$ cat config.mk
export PLATFORM = sky130hd
export DESIGN_NAME = saturating_byte_matrix_multiply_top
export DESIGN_NICKNAME = d
export VERILOG_FILES = /design/src/hw/rtl/smm_pkg.sv /design/src/hw/rtl/smm_ctrl.sv /design/src/hw/rtl/smm_dp.sv /design/src/hw/rtl/saturating_byte_matrix_multiply_top.sv
export SDC_FILE = /design/constraint.sdc
export NUM_CORES = 2
export LEC_CHECK = 0
export BUFFER_PORTS_ARGS = -buffer_cell sky130_fd_sc_hd__buf_2
export CAP_MARGIN = 20
export CORE_ASPECT_RATIO = 0.9
export CORE_MARGIN = 2
export CORE_UTILIZATION = 32
export CTS_CLUSTER_DIAMETER = 200
export DETAILED_ROUTE_END_ITERATION = 16
export HOLD_SLACK_MARGIN = 0.15
export PLACE_DENSITY = 0.51
export SETUP_SLACK_MARGIN = 0.2
export SLEW_MARGIN = 15
export SYNTH_ARGS = -nofsm -noshare
export SYNTH_HDL_FRONTEND = slang
export SYNTH_SLANG_ARGS = --single-unit
export TNS_END_PERCENT = 50
$ cat constraint.sdc
create_clock -name clk -period 5.3 [get_ports clk]
set_input_delay 1.06 -clock clk [delete_from_list [all_inputs] [get_ports clk]]
set_output_delay 1.06 -clock clk [all_outputs]
set_load 0.01 [all_outputs]
$ cat src/hw/rtl/smm_pkg.sv
// Shared types and constants for the saturating byte matrix multiply block
`default_nettype none

package smm_pkg;

  // Widths of the item fields
  localparam int IDX_W = 3;
  localparam int VAL_W = 8;
  localparam int DIM_W = 4;
  localparam int PROD_W = 2 * VAL_W;
  // Eight products of 255 x 255 fit in 20 bits
  localparam int ACC_W = 20;

  localparam logic [DIM_W-1:0] DIM_RESET = 4'd8;
  localparam logic [VAL_W-1:0] SAT_MAX = 8'd255;

  // Operation codes carried in the input tuser
  typedef enum logic [1:0] {
    OP_LOAD_A  = 2'd0,
    OP_LOAD_B  = 2'd1,
    OP_COMPUTE = 2'd2,
    OP_NONE    = 2'd3
  } op_t;

  // Configuration register indexes
  localparam logic [1:0] REG_A_ROWS = 2'd0;
  localparam logic [1:0] REG_A_COLS = 2'd1;
  localparam logic [1:0] REG_B_ROWS = 2'd2;
  localparam logic [1:0] REG_B_COLS = 2'd3;

  // Commands from the controller to the datapath
  typedef struct packed {
    logic             wr_a;
    logic             wr_b;
    logic             rd_en;
    logic             acc_clr;
    logic             emit;
    logic             emit_err;
    logic             emit_last;
    logic [IDX_W-1:0] row;
    logic [IDX_W-1:0] col;
    logic [IDX_W-1:0] k;
  } smm_cmd_t;

  // Status from the datapath to the controller
  typedef struct packed {
    logic busy;
    logic out_free;
  } smm_status_t;

endpackage

`default_nettype wire

$ cat src/hw/rtl/smm_ctrl.sv
// Controller: configuration registers, operation decode and product walk sequencer
`default_nettype none

module smm_ctrl import smm_pkg::*; #(
  parameter int MAX_DIM = 8
) (
  input  wire logic              clk,
  input  wire logic              rst_n,
  input  wire logic              cfg_we,
  input  wire logic [1:0]        cfg_index,
  input  wire logic [DIM_W-1:0]  cfg_wdata,
  input  wire logic              in_tvalid,
  output      logic              in_tready,
  input  wire logic [1:0]        in_op,
  input  wire logic [IDX_W-1:0]  in_row,
  input  wire logic [IDX_W-1:0]  in_col,
  output      smm_cmd_t          cmd,
  input  wire smm_status_t       st
);

  localparam logic [DIM_W-1:0] MaxDim = DIM_W'(MAX_DIM);

  typedef enum logic [2:0] {
    S_IDLE,
    S_MAC,
    S_DRAIN,
    S_EMIT,
    S_ERR
  } state_t;

  state_t           state_r, state_nxt;
  logic [IDX_W-1:0] i_r, i_nxt;
  logic [IDX_W-1:0] j_r, j_nxt;
  logic [IDX_W-1:0] k_r, k_nxt;
  logic [DIM_W-1:0] a_rows_r, a_cols_r, b_rows_r, b_cols_r;
  logic [DIM_W-1:0] ar, ac, br, bc;
  logic             accept;
  logic             in_range;
  logic             last_k, last_j, last_i;
  op_t              op;

  function automatic logic [DIM_W-1:0] clamp_dim(input logic [DIM_W-1:0] v);
    logic [DIM_W-1:0] r;
    r = v;
    if (v == '0) r = DIM_W'(1);
    else if (v > MaxDim) r = MaxDim;
    return r;
  endfunction

  // Configuration registers
  always_ff @(posedge clk) begin
    if (!rst_n) begin
      a_rows_r <= DIM_RESET;
      a_cols_r <= DIM_RESET;
      b_rows_r <= DIM_RESET;
      b_cols_r <= DIM_RESET;
    end else if (cfg_we) begin
      case (cfg_index)
        REG_A_ROWS: a_rows_r <= cfg_wdata;
        REG_A_COLS: a_cols_r <= cfg_wdata;
        REG_B_ROWS: b_rows_r <= cfg_wdata;
        REG_B_COLS: b_cols_r <= cfg_wdata;
        default: ;
      endcase
    end
  end

  assign ar = clamp_dim(a_rows_r);
  assign ac = clamp_dim(a_cols_r);
  assign br = clamp_dim(b_rows_r);
  assign bc = clamp_dim(b_cols_r);

  assign op        = op_t'(in_op);
  assign in_tready = (state_r == S_IDLE);
  assign accept    = in_tvalid && in_tready;
  assign in_range  = ({1'b0, in_row} < MaxDim) && ({1'b0, in_col} < MaxDim);

  assign last_k = ({1'b0, k_r} == ac - DIM_W'(1));
  assign last_j = ({1'b0, j_r} == bc - DIM_W'(1));
  assign last_i = ({1'b0, i_r} == ar - DIM_W'(1));

  // Next state and counters
  always_comb begin
    state_nxt = state_r;
    i_nxt     = i_r;
    j_nxt     = j_r;
    k_nxt     = k_r;
    case (state_r)
      S_IDLE: begin
        if (accept && op == OP_COMPUTE) begin
          i_nxt = '0;
          j_nxt = '0;
          k_nxt = '0;
          state_nxt = (ac != br) ? S_ERR : S_MAC;
        end
      end
      S_MAC: begin
        if (last_k) begin
          k_nxt = '0;
          state_nxt = S_DRAIN;
        end else begin
          k_nxt = k_r + IDX_W'(1);
        end
      end
      S_DRAIN: begin
        if (!st.busy) state_nxt = S_EMIT;
      end
      S_EMIT: begin
        if (st.out_free) begin
          if (last_j && last_i) begin
            state_nxt = S_IDLE;
          end else if (last_j) begin
            j_nxt = '0;
            i_nxt = i_r + IDX_W'(1);
            state_nxt = S_MAC;
          end else begin
            j_nxt = j_r + IDX_W'(1);
            state_nxt = S_MAC;
          end
        end
      end
      S_ERR: begin
        if (st.out_free) state_nxt = S_IDLE;
      end
      default: state_nxt = S_IDLE;
    endcase
  end

  // Hold state and loop counters
  always_ff @(posedge clk) begin
    if (!rst_n) begin
      state_r <= S_IDLE;
      i_r     <= '0;
      j_r     <= '0;
      k_r     <= '0;
    end else begin
      state_r <= state_nxt;
      i_r     <= i_nxt;
      j_r     <= j_nxt;
      k_r     <= k_nxt;
    end
  end

  // Datapath commands
  always_comb begin
    cmd           = '0;
    cmd.wr_a      = accept && op == OP_LOAD_A && in_range;
    cmd.wr_b      = accept && op == OP_LOAD_B && in_range;
    cmd.rd_en     = (state_r == S_MAC);
    cmd.emit      = (state_r == S_EMIT || state_r == S_ERR) && st.out_free;
    cmd.acc_clr   = (accept && op == OP_COMPUTE) || cmd.emit;
    cmd.emit_err  = (state_r == S_ERR);
    cmd.emit_last = (state_r == S_ERR) || (last_i && last_j);
    cmd.row       = (state_r == S_ERR) ? '0 : i_r;
    cmd.col       = (state_r == S_ERR) ? '0 : j_r;
    cmd.k         = k_r;
  end

endmodule

`default_nettype wire

$ cat src/hw/rtl/smm_dp.sv
// Datapath: element stores, multiply-accumulate pipeline and output register
`default_nettype none

module smm_dp import smm_pkg::*; #(
  parameter int MAX_DIM = 8
) (
  input  wire logic              clk,
  input  wire logic              rst_n,
  input  wire smm_cmd_t          cmd,
  output      smm_status_t       st,
  input  wire logic [IDX_W-1:0]  in_row,
  input  wire logic [IDX_W-1:0]  in_col,
  input  wire logic [VAL_W-1:0]  in_value,
  output      logic              out_tvalid,
  input  wire logic              out_tready,
  output      logic [IDX_W-1:0]  out_row,
  output      logic [IDX_W-1:0]  out_col,
  output      logic [VAL_W-1:0]  out_value,
  output      logic              out_err,
  output      logic              out_last
);

  localparam int DEPTH = MAX_DIM * MAX_DIM;
  localparam int AW = (DEPTH > 1) ? $clog2(DEPTH) : 1;
  localparam int LIN_W = 2 * IDX_W + 1;

  logic [VAL_W-1:0]  a_mem [DEPTH];
  logic [VAL_W-1:0]  b_mem [DEPTH];
  logic [AW-1:0]     wr_addr, a_rd_addr, b_rd_addr;
  logic [VAL_W-1:0]  a_q_r, b_q_r;
  logic              rd_vld_r, prod_vld_r;
  logic [PROD_W-1:0] prod_r;
  logic [ACC_W-1:0]  acc_r;
  logic              out_vld_r;
  logic [IDX_W-1:0]  out_row_r, out_col_r;
  logic [VAL_W-1:0]  out_value_r;
  logic              out_err_r, out_last_r;
  logic [VAL_W-1:0]  sat_value;

  function automatic logic [AW-1:0] lin_addr(input logic [IDX_W-1:0] r,
                                             input logic [IDX_W-1:0] c);
    logic [LIN_W-1:0] lin;
    lin = LIN_W'(r) * LIN_W'(MAX_DIM) + LIN_W'(c);
    return lin[AW-1:0];
  endfunction

  assign wr_addr   = lin_addr(in_row, in_col);
  assign a_rd_addr = lin_addr(cmd.row, cmd.k);
  assign b_rd_addr = lin_addr(cmd.k, cmd.col);

  // Element stores with registered read
  always_ff @(posedge clk) begin
    if (cmd.wr_a) a_mem[wr_addr] <= in_value;
    if (cmd.wr_b) b_mem[wr_addr] <= in_value;
    a_q_r <= a_mem[a_rd_addr];
    b_q_r <= b_mem[b_rd_addr];
  end

  // Multiply stage
  always_ff @(posedge clk) begin
    prod_r <= a_q_r * b_q_r;
  end

  // Pipeline valid bits
  always_ff @(posedge clk) begin
    if (!rst_n) begin
      rd_vld_r   <= 1'b0;
      prod_vld_r <= 1'b0;
    end else begin
      rd_vld_r   <= cmd.rd_en;
      prod_vld_r <= rd_vld_r;
    end
  end

  // Accumulate at full width
  always_ff @(posedge clk) begin
    if (cmd.acc_clr) acc_r <= '0;
    else if (prod_vld_r) acc_r <= acc_r + ACC_W'(prod_r);
  end

  assign sat_value = (acc_r > ACC_W'(SAT_MAX)) ? SAT_MAX : acc_r[VAL_W-1:0];

  // Output register: load on emit, drop after the transfer
  always_ff @(posedge clk) begin
    if (!rst_n) begin
      out_vld_r <= 1'b0;
    end else if (cmd.emit) begin
      out_vld_r <= 1'b1;
    end else if (out_tready) begin
      out_vld_r <= 1'b0;
    end
  end

  always_ff @(posedge clk) begin
    if (cmd.emit) begin
      out_row_r   <= cmd.row;
      out_col_r   <= cmd.col;
      out_value_r <= cmd.emit_err ? '0 : sat_value;
      out_err_r   <= cmd.emit_err;
      out_last_r  <= cmd.emit_last;
    end
  end

  assign st.busy     = rd_vld_r || prod_vld_r;
  assign st.out_free = !out_vld_r || out_tready;

  assign out_tvalid = out_vld_r;
  assign out_row    = out_row_r;
  assign out_col    = out_col_r;
  assign out_value  = out_value_r;
  assign out_err    = out_err_r;
  assign out_last   = out_last_r;

endmodule

`default_nettype wire

$ cat src/hw/rtl/saturating_byte_matrix_multiply_top.sv
// Top level of the saturating byte matrix multiply block
`default_nettype none

// Holds two byte matrices A and B of up to MAX_DIM x MAX_DIM elements. A load
// transfer (operation 0 for A, 1 for B) writes one element; loads may follow
// each other in every cycle while the block is idle. A compute transfer
// (operation 2) walks A times B over the configured dimensions and emits each
// element in row-major order, saturated to 255, with tlast on the final one.
// The input stays not ready during the walk. Each product element passes
// through the single multiply-accumulate unit, which reads one element of each
// store per cycle. If a_cols and b_rows differ, compute emits one error result
// (tuser set, tlast set, zero data). Dimension registers read 0 as 1 and clamp
// above MAX_DIM. Write configuration only while the block is idle. Stores are
// not cleared at reset.
module saturating_byte_matrix_multiply_top import smm_pkg::*; #(
  parameter int MAX_DIM = 8
) (
  input  wire logic              clk,
  input  wire logic              rst_n,
  input  wire logic              cfg_we,
  input  wire logic [1:0]        cfg_index,
  input  wire logic [DIM_W-1:0]  cfg_wdata,
  input  wire logic              in_tvalid,
  output      logic              in_tready,
  input  wire logic [15:0]       in_tdata,   // row_index[2:0], col_index[5:3],
                                             // element_value[13:6], zero fill
  input  wire logic [1:0]        in_tuser,   // operation[1:0]
  output      logic              out_tvalid,
  input  wire logic              out_tready,
  output      logic [15:0]       out_tdata,  // out_row[2:0], out_col[5:3],
                                             // product_value[13:6], zero fill
  output      logic [0:0]        out_tuser,  // dims_error[0]
  output      logic              out_tlast
);

  smm_cmd_t         cmd;
  smm_status_t      st;
  logic [IDX_W-1:0] in_row, in_col;
  logic [VAL_W-1:0] in_value;
  logic [IDX_W-1:0] out_row, out_col;
  logic [VAL_W-1:0] out_value;
  logic             out_err;

  assign in_row   = in_tdata[2:0];
  assign in_col   = in_tdata[5:3];
  assign in_value = in_tdata[13:6];

  smm_ctrl #(.MAX_DIM(MAX_DIM)) u_ctrl (
    .clk       (clk),
    .rst_n     (rst_n),
    .cfg_we    (cfg_we),
    .cfg_index (cfg_index),
    .cfg_wdata (cfg_wdata),
    .in_tvalid (in_tvalid),
    .in_tready (in_tready),
    .in_op     (in_tuser),
    .in_row    (in_row),
    .in_col    (in_col),
    .cmd       (cmd),
    .st        (st)
  );

  smm_dp #(.MAX_DIM(MAX_DIM)) u_dp (
    .clk        (clk),
    .rst_n      (rst_n),
    .cmd        (cmd),
    .st         (st),
    .in_row     (in_row),
    .in_col     (in_col),
    .in_value   (in_value),
    .out_tvalid (out_tvalid),
    .out_tready (out_tready),
    .out_row    (out_row),
    .out_col    (out_col),
    .out_value  (out_value),
    .out_err    (out_err),
    .out_last   (out_tlast)
  );

  assign out_tdata = {2'b00, out_value, out_col, out_row};
  assign out_tuser = out_err;

  // A result is loaded only into a free output slot
  a_emit_free: assert property (@(posedge clk) disable iff (!rst_n)
    cmd.emit |-> st.out_free)
    else $error("emit into an occupied output register");

  // New items are taken only with the multiply pipeline empty
  a_ready_idle: assert property (@(posedge clk) disable iff (!rst_n)
    in_tready |-> !st.busy && !cmd.rd_en)
    else $error("input ready while the product walk is active");

  // An error result is a single run with zero payload
  a_err_shape: assert property (@(posedge clk) disable iff (!rst_n)
    out_tvalid && out_tuser[0] |-> out_tlast && out_tdata == 16'h0000)
    else $error("malformed dimension error result");

endmodule

`default_nettype wire
==> out/results.tsv <==
stage	metric	value	unit
sta	fin_ws	1.02	ns
hold_path	min-delay-path-class	reg -> reg	
sta	setup_viol	0	
power	p_per_area	445	mW/mm²
clock_network	cts_root_buf	clkbuf_16	
placement	gp_congestion	0.799	
clock_network	cts_sinks	1123	
critical_path	regToRegEndpoint	u_dp.prod_r[15]$_DFF_P_	
sta	fin_skew	0.0311	ns
synthesis	synthFlopType	edfxtp_1	
critical_path	setup.worst_path.class	reg -> reg	
critical_path	startpoint_type	flop	
placement	port_buffers	44	
outcome	outcome	finished clean	
die	die_w	409	µm
hold_path	whs_endpoint	u_dp.prod_vld_r$_SDFF_PN0_	
synthesis	yosysSeqAreaShare	69.5	%
synthesis	synth-xor-area-share	0.648	%
power	total_leakage_power	17.2	nW
routing	dr_total_vias	25400	
synthesis	synthCells	2948	
synthesis	synth-edff-count	1040	
synthesis	muxShareOfSynthArea	12.3	%
critical_path	worstPathRequired	5.91	ns
global_routing	track_usage	15.2	%
clock_network	worst_skew_pair.late_latency	0.75	ns
routing	viasPerCell	4.99	
global_routing	overflow	0	
sta	period_share	80.7	%
placement	dp_hpwl	70.7	mm
synthesis	synth_compound_area_share	5.44	%
synthesis	async_flop_share	0	%
run	max_cap_violations	0	
synthesis	yosys-top-cells-area	edfxtp_1 66%, mux4_2 10%, dfxtp_1 3.5%	
synthesis	ys_types	63	
routing	firstDrtPassIters	8	
placement	dp_slack	1.03	ns
synthesis	yosys.area.top_type	edfxtp_1	
sta	min_period	4.28	ns
global_routing	antenna_found_initial	5	
synthesis	syn_area	0.0473	mm²
clock_network	htreeDepth	3	
critical_path	worst-r2r-cell-count	14	
sta	tns	0	ns
power	ir_drop	0.341	mV
sta	relSlewSlack	31.0	%
global_routing	grt_pass1_vias	25300	
sta	timing.fmax	234	MHz
synthesis	yosysTopAreaCellShare	66.0	%
die	core	0.146	mm²
die	start_util	32.3	%
routing	drc_errors	0	
routing	finalWirelength	116	mm
critical_path	cp-end-kind	flop	
clock_network	cts_hold_buffers	0	
critical_path	arrival	4.89	ns
clock_network	cts_tree	done	
die	pin_count	49	
synthesis	synth-adder-area-share	3.10	%
routing	drtAntennaViolNets	0	
global_routing	grt_max_degree	127	
synthesis	synth_top_family_by_area	multiplexers	
clock_network	ctsResizeCount	0	
critical_path	worst-path-max-fanout	8	
critical_path	reg2reg_slack	1.02	ns
die	die_y	369	µm
layout	fin_nets	3148	
critical_path	worstReg2RegStart	u_dp.b_q_r[3]$_DFF_P_	
global_routing	grt_first_pass_wirelength	171	mm
synthesis	yosys_warnings	0	
synthesis	synthSimpleGateAreaFrac	6.82	%
sta	rsz0062_at_grt	false	
die	rows	133	
die	die_area	0.151	mm²
sta	worst_pin_slew	1.04	ns
sta	finalMaxSlewViolations	0	
layout	nFillCells	13800	
layout	drive_gt1_share	17.1	%
clock_network	cts_buffer_depth	3	
routing	wl_per_cell	22.8	µm
clock_network	cts_buffers	118	
layout	area.growth.synth_to_final	13.5	%
sta	hold_viol_final	0	
synthesis	synth-seq-cells	1123	
hold_path	hold-path-cell-count	1	
routing	drtIter0Drc	2481	
synthesis	synth_area_per_cell	16.0	µm²
clock_network	cts_setup_buffers	0	
clock_network	clk_pin_slew	0.06	ns
hold_path	hp-start	u_dp.rd_vld_r$_SDFF_PN0_	
-- layer usage --
layer | GRT usage (%) | up-vias | wire [µm]
li1 | - | 11500 | -
met1 | 22.8 | 13000 | 55900
met2 | 22.8 | 688 | 51600
met3 | 2.70 | 147 | 6240
met4 | 3.78 | 2 | 2370
met5 | 0 | - | 7
-- layout make-up --
class / instances / area, µm² / share of cell area (%)
antenna: 2 / 5.00 / 0.00932
clock buffer: 147 / 3110 / 5.80
clock inverter: 73 / 638 / 1.19
inverter: 74 / 283 / 0.527
multi-input combinational: 1586 / 13400 / 24.9
sequential: 1123 / 32900 / 61.3
tap: 1957 / 2450 / 4.56
timing repair buffer: 121 / 906 / 1.69
-- kinds of logic after synthesis --
| logic type | count (synthesis) |
|---|---|
| flip-flops | 1123 |
| AND/OR/NAND/NOR | 724 |
| AO/OA/AOI/OAI | 421 |
| multiplexers | 309 |
| buffers and inverters | 240 |
| adder cells (fa/ha/maj) | 95 |
| XOR/XNOR | 35 |
| other | 1 |
-- through the flow --
| step | utilization [%] | power (W) | instance area (µm²) | hold slack, ns | cells |
|---|---|---|---|---|---|
| floorplan | - | 0.0147 | 47300 | 0.431 | 2949 |
| global placement | 34.1 | 0.0161 | 49900 | 0.446 | 4861 |
| detailed placement | 34.1 | 0.0161 | 49900 | 0.449 | 4861 |
| CTS | 36.7 | 0.0242 | 53700 | 0.463 | 5081 |
| global route | 36.7 | 0.0252 | 53700 | 0.492 | 5081 |
| finish | 36.7 | 0.0239 | 53700 | 0.457 | 5083 |
-- Yosys cell counts (4+ instances only) --
cell type and number:
mux2i_1 91, ha_1 58, mux4_2 216, and3_1 4, fa_1 37, nand4_1 11, nor3b_1 4, nand3_1 53
edfxtp_1 1040, nand2_1 110, a22oi_1 26, o211ai_1 37, buf_1 16, o21ai_0 48, xnor2_1 26, o21bai_1 4
inv_1 74, buf_2 58, a21oi_1 185, clkbuf_1 79, nor2b_1 16, buf_6 5, and2_1 64, dfxtp_1 83
a31oi_1 9, nor4_1 5, a21o_1 7, or3_1 8, nand2b_1 9, nor3_1 10, o21a_1 4, nor2_1 403
a211oi_1 71, o21ai_1 8, nand3b_1 12, xor2_1 9, buf_4 7
-- flip-flops by register name, indices dropped and copies added (netlist names), 8 cells and up --
| register | cells |
|---|---|
| u_dp.acc_r | 20 |
| u_dp.out_value | 8 |
| u_dp.a_q_r | 8 |
| u_dp.b_mem | 512 |
| u_dp.b_q_r | 8 |
| u_dp.prod_r | 16 |
| u_dp.a_mem | 512 |
-- worst max-delay path: stages, from the launching register on --
cell and delay (ns):
dfxtp_1 0.48, and2_1 0.20, fa_1 0.46, fa_1 0.51, fa_1 0.49, inv_1 0.05, fa_1 0.47, inv_1 0.04
ha_1 0.31, or2_2 0.32, a21oi_1 0.14, nor2b_1 0.08, a211oi_1 0.33, a21oi_1 0.14, xnor2_1 0.14
-- worst max-delay path by stage --
stage                          startpoint                 endpoint  slack [ns]  cells past startpoint
detailed placement  u_dp.b_q_r[3]$_DFF_P_  u_dp.prod_r[15]$_DFF_P_        1.03                     14
CTS                 u_dp.b_q_r[3]$_DFF_P_  u_dp.prod_r[15]$_DFF_P_        1.00                     14
global route        u_dp.b_q_r[3]$_DFF_P_  u_dp.prod_r[15]$_DFF_P_        0.82                     14
finish              u_dp.b_q_r[3]$_DFF_P_  u_dp.prod_r[15]$_DFF_P_        1.02                     14
floorplan           u_dp.a_q_r[6]$_DFF_P_  u_dp.prod_r[15]$_DFF_P_        1.32                     14
global placement    u_dp.b_q_r[3]$_DFF_P_  u_dp.prod_r[15]$_DFF_P_        1.01                     14
-- placed cells by master, fill, tap and decap left out, types with 5 or more instances in the layout --
cell,Yosys,layout
edfxtp_1,1040,1040
nor2_1,403,403
mux4_2,216,216
a21oi_1,185,184
clkbuf_16,0,119
nand2_1,110,110
mux2i_1,91,91
buf_4,7,78
dfxtp_1,83,77
inv_1,74,73
a211oi_1,71,71
and2_1,64,63
ha_1,58,58
nand3_1,53,53
o21ai_0,48,48
o211ai_1,37,37
fa_1,37,37
buf_2,58,36
clkinv_2,0,29
xnor2_1,26,26
a22oi_1,26,26
clkbuf_1,79,25
clkinv_1,0,22
nor2b_1,16,16
nand3b_1,12,12
nand4_1,11,11
nor3_1,10,9
nand2b_1,9,9
xor2_1,9,9
a31oi_1,9,9
or3_1,8,8
o21ai_1,8,8
a21o_1,7,7
bufinv_16,0,7
buf_12,0,7
clkinvlp_4,0,6
nor4_1,5,5
-- power breakdown --
part / internal, W / total (W) / switching, W
Clock: 0.00452 / 0.00806 / 0.00354
Sequential: 0.00995 / 0.0102 / 0.000228
Combinational: 0.00256 / 0.00563 / 0.00307
No activity file was read; power rests on OpenSTA's default activity.
